--- config.mk ---
export PLATFORM = sky130hd
export DESIGN_NAME = bkm_front
export DESIGN_NICKNAME = d
export VERILOG_FILES = /design/src/rtl/bkm_pkg.sv /design/src/rtl/bkm_front.sv
export SDC_FILE = /design/constraint.sdc
export NUM_CORES = 1
export LEC_CHECK = 0
export ABC_AREA = 0
export BUFFER_PORTS_ARGS = -buffer_cell sky130_fd_sc_hd__buf_2
export CAP_MARGIN = 20
export CORE_AREA = 5 5 42 44
export DETAILED_ROUTE_END_ITERATION = 8
export DIE_AREA = 0 0 47 49
export GPL_ROUTABILITY_DRIVEN = 1
export PLACE_DENSITY = 0.58
export SYNTH_ARGS = -nofsm -noshare
export SYNTH_HDL_FRONTEND = slang
export SYNTH_SLANG_ARGS = --single-unit
--- constraint.sdc ---
create_clock -name vclk -period 1.1
set_input_delay 0.165 -clock vclk [all_inputs]
set_output_delay 0.165 -clock vclk [all_outputs]
set_load 0.01 [all_outputs]
--- src/rtl/bkm_pkg.sv ---
// Shared types and constants for the blocklist keyword matcher.
// Used by the front end, the command queue and the match engine; no dependencies.
`default_nettype none

package bkm_pkg;

    // Input field widths.
    localparam int FUNC_W = 2;
    localparam int CHAR_W = 8;
    localparam int SLOT_W = 4;
    localparam int POS_W  = 5;

    // Packed stream widths, padded to whole bytes.
    localparam int IN_TDATA_W  = 24;
    localparam int OUT_TDATA_W = 8;

    // Function codes carried on the input tuser.
    localparam logic [FUNC_W-1:0] FUNC_TEXT  = 2'd0;
    localparam logic [FUNC_W-1:0] FUNC_WRITE = 2'd1;
    localparam logic [FUNC_W-1:0] FUNC_CLEAR = 2'd2;

    // Classified command kinds that travel through the queue.
    typedef enum logic [1:0] {
        CMD_TEXT,
        CMD_WRITE,
        CMD_CLEAR
    } cmd_kind_t;

    // One classified request: byte already case-folded.
    typedef struct packed {
        cmd_kind_t          kind;
        logic [CHAR_W-1:0]  ch;
        logic [SLOT_W-1:0]  slot;
        logic [POS_W-1:0]   position;
        logic               last;
    } cmd_t;

endpackage

`default_nettype wire

--- src/rtl/bkm_front.sv ---
// Front end of the keyword matcher: accepts requests, folds the byte to
// lower case and drops requests that do nothing. Depends on bkm_pkg.
`default_nettype none

module bkm_front #(
    parameter int SLOTS   = 16,
    parameter int MAX_LEN = 32
) (
    input  wire logic                       s_tvalid,
    output logic                            s_tready,
    input  wire logic [bkm_pkg::FUNC_W-1:0] func,
    input  wire logic [bkm_pkg::CHAR_W-1:0] char_code,
    input  wire logic [bkm_pkg::SLOT_W-1:0] slot,
    input  wire logic [bkm_pkg::POS_W-1:0]  position,
    input  wire logic                       last,
    input  wire logic                       q_ready,
    output logic                            q_push,
    output bkm_pkg::cmd_t                   q_cmd
);
    import bkm_pkg::*;

    logic              in_range;
    logic              keep;
    logic [CHAR_W-1:0] folded;

    // Fold A-Z to a-z.
    always_comb
    begin
        if (char_code >= 8'h41 && char_code <= 8'h5A)
        begin
            folded = char_code + 8'h20;
        end
        else
        begin
            folded = char_code;
        end
    end

    // A keyword byte outside the table is ignored.
    assign in_range = (int'(slot) < SLOTS) && (int'(position) < MAX_LEN);

    // Classify the request into a queue command.
    always_comb
    begin
        q_cmd.ch       = folded;
        q_cmd.slot     = slot;
        q_cmd.position = position;
        q_cmd.last     = last;
        q_cmd.kind     = CMD_TEXT;
        keep           = 1'b0;
        case (func)
            FUNC_TEXT:
            begin
                q_cmd.kind = CMD_TEXT;
                keep       = 1'b1;
            end
            FUNC_WRITE:
            begin
                q_cmd.kind = CMD_WRITE;
                keep       = in_range;
            end
            FUNC_CLEAR:
            begin
                q_cmd.kind = CMD_CLEAR;
                keep       = 1'b1;
            end
            default:
            begin
                keep = 1'b0;
            end
        endcase
    end

    assign s_tready = q_ready;
    assign q_push   = s_tvalid && q_ready && keep;

endmodule

`default_nettype wire

==> results.md <==
Floorplan:
- The die covers 2300 um^2.
- The number of top-level design ports is 44.
- The die is 47 um wide.
- The core footprint is 1400 um^2.
- In this run the vertical extent of the chip is 49 um.
- The initial core utilization is 0.157.
- The cell row count is 14.

Setup path:
- The critical path in this run is classified as in -> out.
- The worst setup path is captured at an output pin.
- The kind of start point of the critical path is an input port.
- The maximum fanout along the worst path is 3.
- For the worst setup path, the data arrival time is 1.19 ns.
- Data on the critical path is required at its endpoint by 0.94 ns.

Detailed routing:
- Before antenna repair, the detailed router went through 2 iterations.
- In the final routed layout, each cell accounts on average for 9.12 um.
- The post-route antenna net violation count is 0.
- The remaining design rule violation count is 0.
- The final layout contains routed wiring with a total length of 529 um.
- For this block, the initial DRC count from the detailed router was 2.
- Using the TritonRoute via totals, the vias-per-cell ratio works out to 3.98.
- The via total after detailed routing is 231.

Worst hold path:
- The path class of the lowest-slack min-delay path is in -> out.

Logic synthesis:
- Synthesis instantiated 11 different standard cells from the library.
- The gate count of the mapped netlist is 31.
- The post-synthesis net count is 54.
- For this run, the number of Yosys warnings is 0.
- Of the synthesized area, sequential elements account for 0.
- A synthesized cell averages 7.10 um^2.
- After synthesis the cells add up to 220 um^2.

STA:
- In the final timing run, aggregate negative setup slack is -0.710 ns.
- In the finished design, the share of the clock period the worst path needs comes to 1.23.
- The hold violation total from the final report is 0.
- The post-layout worst setup margin is -0.252 ns.
- The final setup violation count is 3.
- After layout, the minimum clock period comes to 1.35 ns.
- Hold is met by 0.330 ns.
- The pin slew with the least headroom to its limit is 0.239 ns.
- The number of pins exceeding their max-slew limit in the final report is 0.
- Static timing analysis puts the maximum clock frequency at 0.740 GHz.
- The headroom to the max-slew limit is 0.841.
- Setup repair after global routing could not meet its margin everywhere.

Pwr:
- The static power due to leakage is 0.155 nW.
- The power per unit of standard cell area is 379 nW/um^2.
- The worst-case IR drop observed on VDD is 0.0000697 V.

Place:
- The final RePlAce weighted congestion is 0.672.
- The placed instances occupy a cell area of 267 um^2.
- Port buffering added 24 buffers.

GRT:
- The via count of the first global-routing pass is 200.
- The total overflow left after global routing is 0.
- The first global-routing pass estimated 662 um of wire.
- The initial antenna violation count is 0.
- For this run, the total global-route usage over all layers was measured as 0.0358.
- Entering global routing, the biggest net connects 4 pins.

Layout:
- The ratio of cells with drive above 1 in the final layout is 0.690.
- In the finished design the tool counted flip-flops and latches totalling 0.
- The library cells used most frequently in the layout, excluding fill and tap cells, are buf_2 (22), nand2_1 (4), buf_4 (3).
- The most common library cell in the layout ignoring fill and taps is buf_2.
- After layout, the clock buffer instance count stands at 0.
- The net count of the finished layout is 67.
- The relative area change from synthesis to final layout is 30.1%.
- The final standard cell area without fillers is 287 um^2.
- The number of antenna diodes is 0.
- The area used by sequential logic in the layout is 0 um^2.

Clocking:
- The number of setup buffers added after CTS is 0.
- The total of hold buffers inserted after clock tree synthesis is 0.

Flow run:
- The count of max-cap constraint violations is 0.

Run status:
- The flow ran to the end, but the final reports show violations.
- The checks that failed: setup timing.
-- area by class of cell --
cell class | count | area [um^2]
multi-input combinational | 14 | 108
inverter | 1 | 3.75
tap | 16 | 20.0
fill | 156 | 1110
timing repair buffer | 27 | 155
-- logic make-up after synthesis --
| logic type | count (synthesis) | synth area share |
|---|---|---|
| adder cells (fa/ha/maj) | 1 | 0.0568 |
| buffers and inverters | 17 | 0.563 |
| AND/OR/NAND/NOR | 7 | 0.159 |
| AO/OA/AOI/OAI | 6 | 0.222 |
-- routing by layer --
metal	wire (um)	track usage	up-vias
li1	-	-	113
met4	9	0.0230	0
met2	176	0.0769	24
met3	168	0	2
met1	175	0.0261	92
met5	0	0	-
-- Yosys cell counts, drive strengths merged --
library cell,instances,area [um^2]
nor2b,2,12.5
o21bai,1,7.51
nand2,4,15.0
a21oi,2,10.0
o41a,1,11.3
ha,1,12.5
or4,1,7.51
inv,1,3.75
buf,16,120
o22ai,1,12.5
o31ai,1,7.51
-- worst max-delay path, stage by stage --
cell,delay (ns)
buf_6,0.09
or4_4,0.53
o22ai_4,0.14
o41a_1,0.14
buf_2,0.12
-- repair_timing --
item | CTS | global route
gates resized for setup | 3 | 0
endpoints found under the setup margin | 3 | 3
cloned | 0 | 0
pin swaps | 4 | 2
-- through the flow --
| stage | total power [W] | utilization | instances | worst slack [ns] |
|---|---|---|---|---|
| after floorplan | 0.0000903 | - | 31 | -0.0840 |
| after global placement | 0.0000998 | 0.190 | 58 | -0.310 |
| after detailed placement | 0.000101 | 0.190 | 58 | -0.320 |
| after CTS | 0.000111 | 0.204 | 58 | -0.297 |
| after global routing | 0.000121 | 0.204 | 58 | -0.313 |
| final | 0.000109 | 0.204 | 58 | -0.252 |
-- power by group --
group          internal [W]  switching, W  total, W
clock network             0             0         0
registers                 0             0         0
logic             0.0000582     0.0000506  0.000109
total             0.0000582     0.0000506  0.000109
-- worst paths after layout --
check                   startpoint  cells past startpoint  slack (ns)         to
worst max-delay path  char_code[4]                      5       -0.25  q_cmd[16]
worst min-delay path          last                      0        0.33   q_cmd[0]
Power figures use the tool's default switching activity.
