### src/rtl/bkm_pkg.sv
// Shared types and constants for the blocklist keyword matcher.
// Used by the front end, the command queue and the match engine; no dependencies.
`default_nettype none

package bkm_pkg;

    // Input field widths.
    localparam int FUNC_W = 2;
    localparam int CHAR_W = 8;
    localparam int SLOT_W = 4;
    localparam int POS_W  = 5;

    // Packed stream widths, padded to whole bytes.
    localparam int IN_TDATA_W  = 24;
    localparam int OUT_TDATA_W = 8;

    // Function codes carried on the input tuser.
    localparam logic [FUNC_W-1:0] FUNC_TEXT  = 2'd0;
    localparam logic [FUNC_W-1:0] FUNC_WRITE = 2'd1;
    localparam logic [FUNC_W-1:0] FUNC_CLEAR = 2'd2;

    // Classified command kinds that travel through the queue.
    typedef enum logic [1:0] {
        CMD_TEXT,
        CMD_WRITE,
        CMD_CLEAR
    } cmd_kind_t;

    // One classified request: byte already case-folded.
    typedef struct packed {
        cmd_kind_t          kind;
        logic [CHAR_W-1:0]  ch;
        logic [SLOT_W-1:0]  slot;
        logic [POS_W-1:0]   position;
        logic               last;
    } cmd_t;

endpackage

`default_nettype wire

### src/rtl/bkm_queue.sv
// Two-entry command queue between the front end and the match engine.
// Depends on bkm_pkg for the command type.
`default_nettype none

module bkm_queue (
    input  wire logic          clk,
    input  wire logic          rst_n,
    input  wire logic          push,
    input  wire bkm_pkg::cmd_t push_cmd,
    output logic               push_ready,
    input  wire logic          pop,
    output logic               pop_valid,
    output bkm_pkg::cmd_t      pop_cmd
);
    import bkm_pkg::*;

    localparam int DEPTH = 2;
    localparam int PTR_W = $clog2(DEPTH);
    localparam int CNT_W = $clog2(DEPTH + 1);

    cmd_t             entry_reg [DEPTH];
    logic [PTR_W-1:0] wr_ptr_reg;
    logic [PTR_W-1:0] rd_ptr_reg;
    logic [CNT_W-1:0] count_reg;
    logic             do_pop;

    assign push_ready = (count_reg != CNT_W'(DEPTH));
    assign pop_valid  = (count_reg != '0);
    assign pop_cmd    = entry_reg[rd_ptr_reg];
    assign do_pop     = pop && pop_valid;

    // Entry storage.
    always_ff @(posedge clk)
    begin
        if (push)
        begin
            entry_reg[wr_ptr_reg] <= push_cmd;
        end
    end

    // Pointers and fill count.
    always_ff @(posedge clk or negedge rst_n)
    begin
        if (!rst_n)
        begin
            wr_ptr_reg <= '0;
            rd_ptr_reg <= '0;
            count_reg  <= '0;
        end
        else
        begin
            if (push)
            begin
                wr_ptr_reg <= wr_ptr_reg + 1'b1;
            end
            if (do_pop)
            begin
                rd_ptr_reg <= rd_ptr_reg + 1'b1;
            end
            if (push && !do_pop)
            begin
                count_reg <= count_reg + CNT_W'(1);
            end
            else if (!push && do_pop)
            begin
                count_reg <= count_reg - CNT_W'(1);
            end
        end
    end

endmodule

`default_nettype wire

### config.mk
export PLATFORM = sky130hd
export DESIGN_NAME = bkm_queue
export DESIGN_NICKNAME = d
export VERILOG_FILES = /design/src/rtl/bkm_pkg.sv /design/src/rtl/bkm_queue.sv
export SDC_FILE = /design/constraint.sdc
export NUM_CORES = 1
export LEC_CHECK = 0
export ABC_AREA = 1
export CORE_UTILIZATION = 49
export DETAILED_ROUTE_END_ITERATION = 16
export DONT_BUFFER_PORTS = 1
export GPL_TIMING_DRIVEN = 0
export PLACE_DENSITY = 0.67
export SYNTH_ARGS = -nofsm -noshare
export SYNTH_HDL_FRONTEND = slang
export SYNTH_SLANG_ARGS = --single-unit
### constraint.sdc
create_clock -name clk -period 1.7 [get_ports clk]
set_clock_uncertainty 0.1 [all_clocks]
set_input_delay 0.425 -clock clk [delete_from_list [all_inputs] [get_ports clk]]
set_output_delay 0.425 -clock clk [all_outputs]
set_load 0.1 [all_outputs]
==> impl_metrics.prom <==
# TYPE chip_impl_metric gauge
chip_impl_metric{name="post_synth_num_cell_types",unit=""} 14
chip_impl_metric{name="grt_met3_usage",unit="%"} 8.74
chip_impl_metric{name="ffs_latches_synth",unit=""} 44
chip_impl_metric{name="synth_fp_nets",unit=""} 157
chip_impl_metric{name="dieArea",unit="mm2"} 0.00367
chip_impl_metric{name="largest_register_ffs",unit=""} 40
chip_impl_info{name="globalRoute.busiestLayer",value="met2"} 1
chip_impl_metric{name="synth_warnings",unit=""} 0
chip_impl_metric{name="die_x_extent",unit="um"} 60.6
chip_impl_metric{name="dr_pass1_iterations",unit=""} 4
chip_impl_metric{name="worstPathRequired",unit="ns"} 1.17
chip_impl_metric{name="insertion_delay",unit="ns"} 0.33
chip_impl_metric{name="grt_pass1_vias",unit=""} 977
chip_impl_metric{name="antenna_found_initial",unit=""} 0
chip_impl_metric{name="core",unit="mm2"} 0.00315
chip_impl_metric{name="slew_headroom",unit="%"} 47.1
chip_impl_metric{name="grt_overflow",unit=""} 0
chip_impl_metric{name="synth.yosys.seq_area_share",unit="%"} 77.4
chip_impl_info{name="rsz0062_at_grt",value="true"} 1
chip_impl_metric{name="synthCells",unit=""} 132
chip_impl_metric{name="fp-row-count",unit=""} 20
chip_impl_metric{name="max_cap_viol_count",unit=""} 0
chip_impl_metric{name="worstPathArrival",unit="ns"} 1.36
chip_impl_metric{name="timing.final.crit_share",unit="%"} 111
chip_impl_metric{name="io_buffers",unit=""} 0
chip_impl_info{name="worstReg2RegStart",value="count_reg[0]$_DFFE_PN0P_"} 1
chip_impl_metric{name="synth_area",unit="mm2"} 0.00168
chip_impl_metric{name="detailroute.via_count",unit=""} 966
chip_impl_metric{name="route.detailed.wl_per_inst",unit="um"} 17.8
chip_impl_info{name="run_status",value="finished with violations"} 1
chip_impl_metric{name="weighted_congestion_at_the_end_of_routability_driven_global_placement",unit=""} 0.686
chip_impl_metric{name="drcViolationCount",unit=""} 0
chip_impl_metric{name="final.min_clock_period",unit="ns"} 1.89
chip_impl_metric{name="grt_pass1_wl",unit="mm"} 4.46
chip_impl_metric{name="grt_usage",unit="%"} 18.2
chip_impl_metric{name="place_hpwl",unit="mm"} 1.76
chip_impl_metric{name="grt_start_max_net_pins",unit=""} 21
chip_impl_info{name="endpoint_kind",value="primary output"} 1
chip_impl_metric{name="timing_worst_slew_pin_value",unit="ns"} 0.793
chip_impl_metric{name="gr-usage-met2",unit="%"} 32.7
chip_impl_info{name="cts_root_buf",value="clkbuf_4"} 1
chip_impl_metric{name="clockBufferDepth",unit=""} 2
chip_impl_info{name="crit_path_start_kind",value="flip-flop"} 1
chip_impl_metric{name="die_h",unit="um"} 60.6
chip_impl_metric{name="finalNonFillerCells",unit=""} 188
chip_impl_metric{name="initial_utilization",unit="%"} 53.3
chip_impl_info{name="min-delay-start",value="push"} 1
chip_impl_info{name="setup.worst_path.start",value="rd_ptr_reg$_DFFE_PN0P_"} 1
chip_impl_info{name="final_common_cell",value="edfxtp_1"} 1
chip_impl_metric{name="hold_violation_count_in_the_final_report",unit=""} 0
chip_impl_metric{name="layout_stage_area_growth_over_the_synthesis_result",unit="%"} 42.8
chip_impl_metric{name="setup_tns",unit="ns"} -2.87
chip_impl_metric{name="min_hold_slack",unit="ns"} 0.0601
chip_impl_metric{name="globalRouteMet1Util",unit="%"} 18.2
chip_impl_info{name="worst-setup-path-type",value="flip-flop to primary output"} 1
chip_impl_metric{name="critPathMaxFanout",unit=""} 10
chip_impl_metric{name="cts_num_sinks",unit=""} 44
chip_impl_info{name="violated_checks",value="setup timing"} 1
chip_impl_metric{name="detail_route.wirelength",unit="mm"} 3.35
chip_impl_metric{name="dr.first_iter.drc_count",unit=""} 58
chip_impl_metric{name="fmax",unit="GHz"} 0.530
chip_impl_metric{name="finalNetCount",unit=""} 169
chip_impl_metric{name="dp_cells",unit=""} 176
chip_impl_metric{name="drt.antenna.violating_nets",unit=""} 0
chip_impl_metric{name="via_per_inst",unit=""} 5.14
chip_impl_metric{name="layout-drive-gt1-share",unit="%"} 43.8
chip_impl_metric{name="avgSynthCellArea",unit="um2"} 12.7
chip_impl_info{name="layout.cells.most_common_list",value="40 x edfxtp_1, 27 x nand2_1, 24 x nand2_8"} 1
chip_impl_metric{name="num_antenna_cells",unit=""} 0
chip_impl_metric{name="top_level_ports",unit=""} 46
chip_impl_metric{name="htreeDepth",unit=""} 2
chip_impl_metric{name="maxSlewViolCount",unit=""} 0
chip_impl_metric{name="tritoncts.num_buffers",unit=""} 5
chip_impl_info{name="tritoncts",value="built"} 1
chip_impl_metric{name="setup_violators_final",unit=""} 20
chip_impl_info{name="worst_hold_path_type",value="input port to flip-flop"} 1
chip_impl_metric{name="clkSlewWorstSetupHoldPaths",unit="ns"} 0.11
chip_impl_metric{name="post-route-worst-setup-slack",unit="ns"} -0.188
[layer usage]
layer  share of wire [%]  vias to the layer above
met3                 7.0                        9
li1                    -                      458
met4                 2.5                        0
met2                  54                       33
met1                  37                      466
met5                   0                        -
[area by class of cell]
class	count	area [um2]
clock buffer	6	41.3
sequential	44	1300
multi-input combinational	77	823
fill	209	753
clock inverter	1	5.00
tap	44	55.1
timing repair buffer	5	75.1
buffer	4	62.6
inverter	7	33.8
[kinds of logic after synthesis]
kind of cell	after synthesis	share of synthesized area (%)
and+or+nand+nor	74	17.0
buffers and inverters	11	3.80
adders and majority gates	1	0.744
xor gates and xnor gates	2	1.04
DFF	44	77.4
[worst paths after layout]
| check | to | slack (ns) | cells past startpoint |
|---|---|---|---|
| max | pop_cmd[8] | -0.19 | 3 |
| min | wr_ptr_reg$_DFFE_PN0P_ | 0.06 | 1 |
| max reg2reg | count_reg[1]$_DFFE_PN0P_ | 0.10 | 8 |
| min reg2reg | count_reg[0]$_DFFE_PN0P_ | 0.44 | 1 |
| max in group asynchronous | rd_ptr_reg$_DFFE_PN0P_ | 1.06 | 1 |
| min in group asynchronous | count_reg[1]$_DFFE_PN0P_ | 0.24 | 1 |
[cells in the mapped netlist, drive strengths merged]
cell / number / share of area [%]
xnor2: 1 / 0.52
nor2: 1 / 0.22
dfrtp: 4 / 6.0
buf: 4 / 2.2
ha: 1 / 0.74
nand3: 2 / 0.60
xor2: 1 / 0.52
inv: 7 / 1.6
nand4: 1 / 0.37
nand2: 70 / 16
edfxtp: 40 / 71
[what timing repair did]
item | CTS | global route
gates resized for setup | 65 | 31
hold buffers | 1 | 0
setup buffers | 0 | 2
cloned | 0 | 2
endpoints found under the setup margin | 42 | 24
pin swaps | 20 | 19
endpoints found under the hold margin | 4 | 0
[critical path, cell delays in order (launching register included)]
cell and delay (ns):
dfrtp_2 0.45, buf_6 0.16, nand2_1 0.17, nand2_8 0.23
[stage by stage]
stage | utilization (%) | area, um2 | worst slack (ns)
6_report | 76.1 | 2400 | -0.188
3_3_place_gp | 56.9 | 1790 | -0.0528
3_5_place_dp | 56.9 | 1790 | -0.0539
4_1_cts | 69.6 | 2190 | -0.181
2_1_floorplan | - | 1740 | 0.0753
5_1_grt | 76.1 | 2400 | -0.269
Power is not shown: default switching activity piles up to over one toggle a cycle in this logic, so the estimate is an artifact.
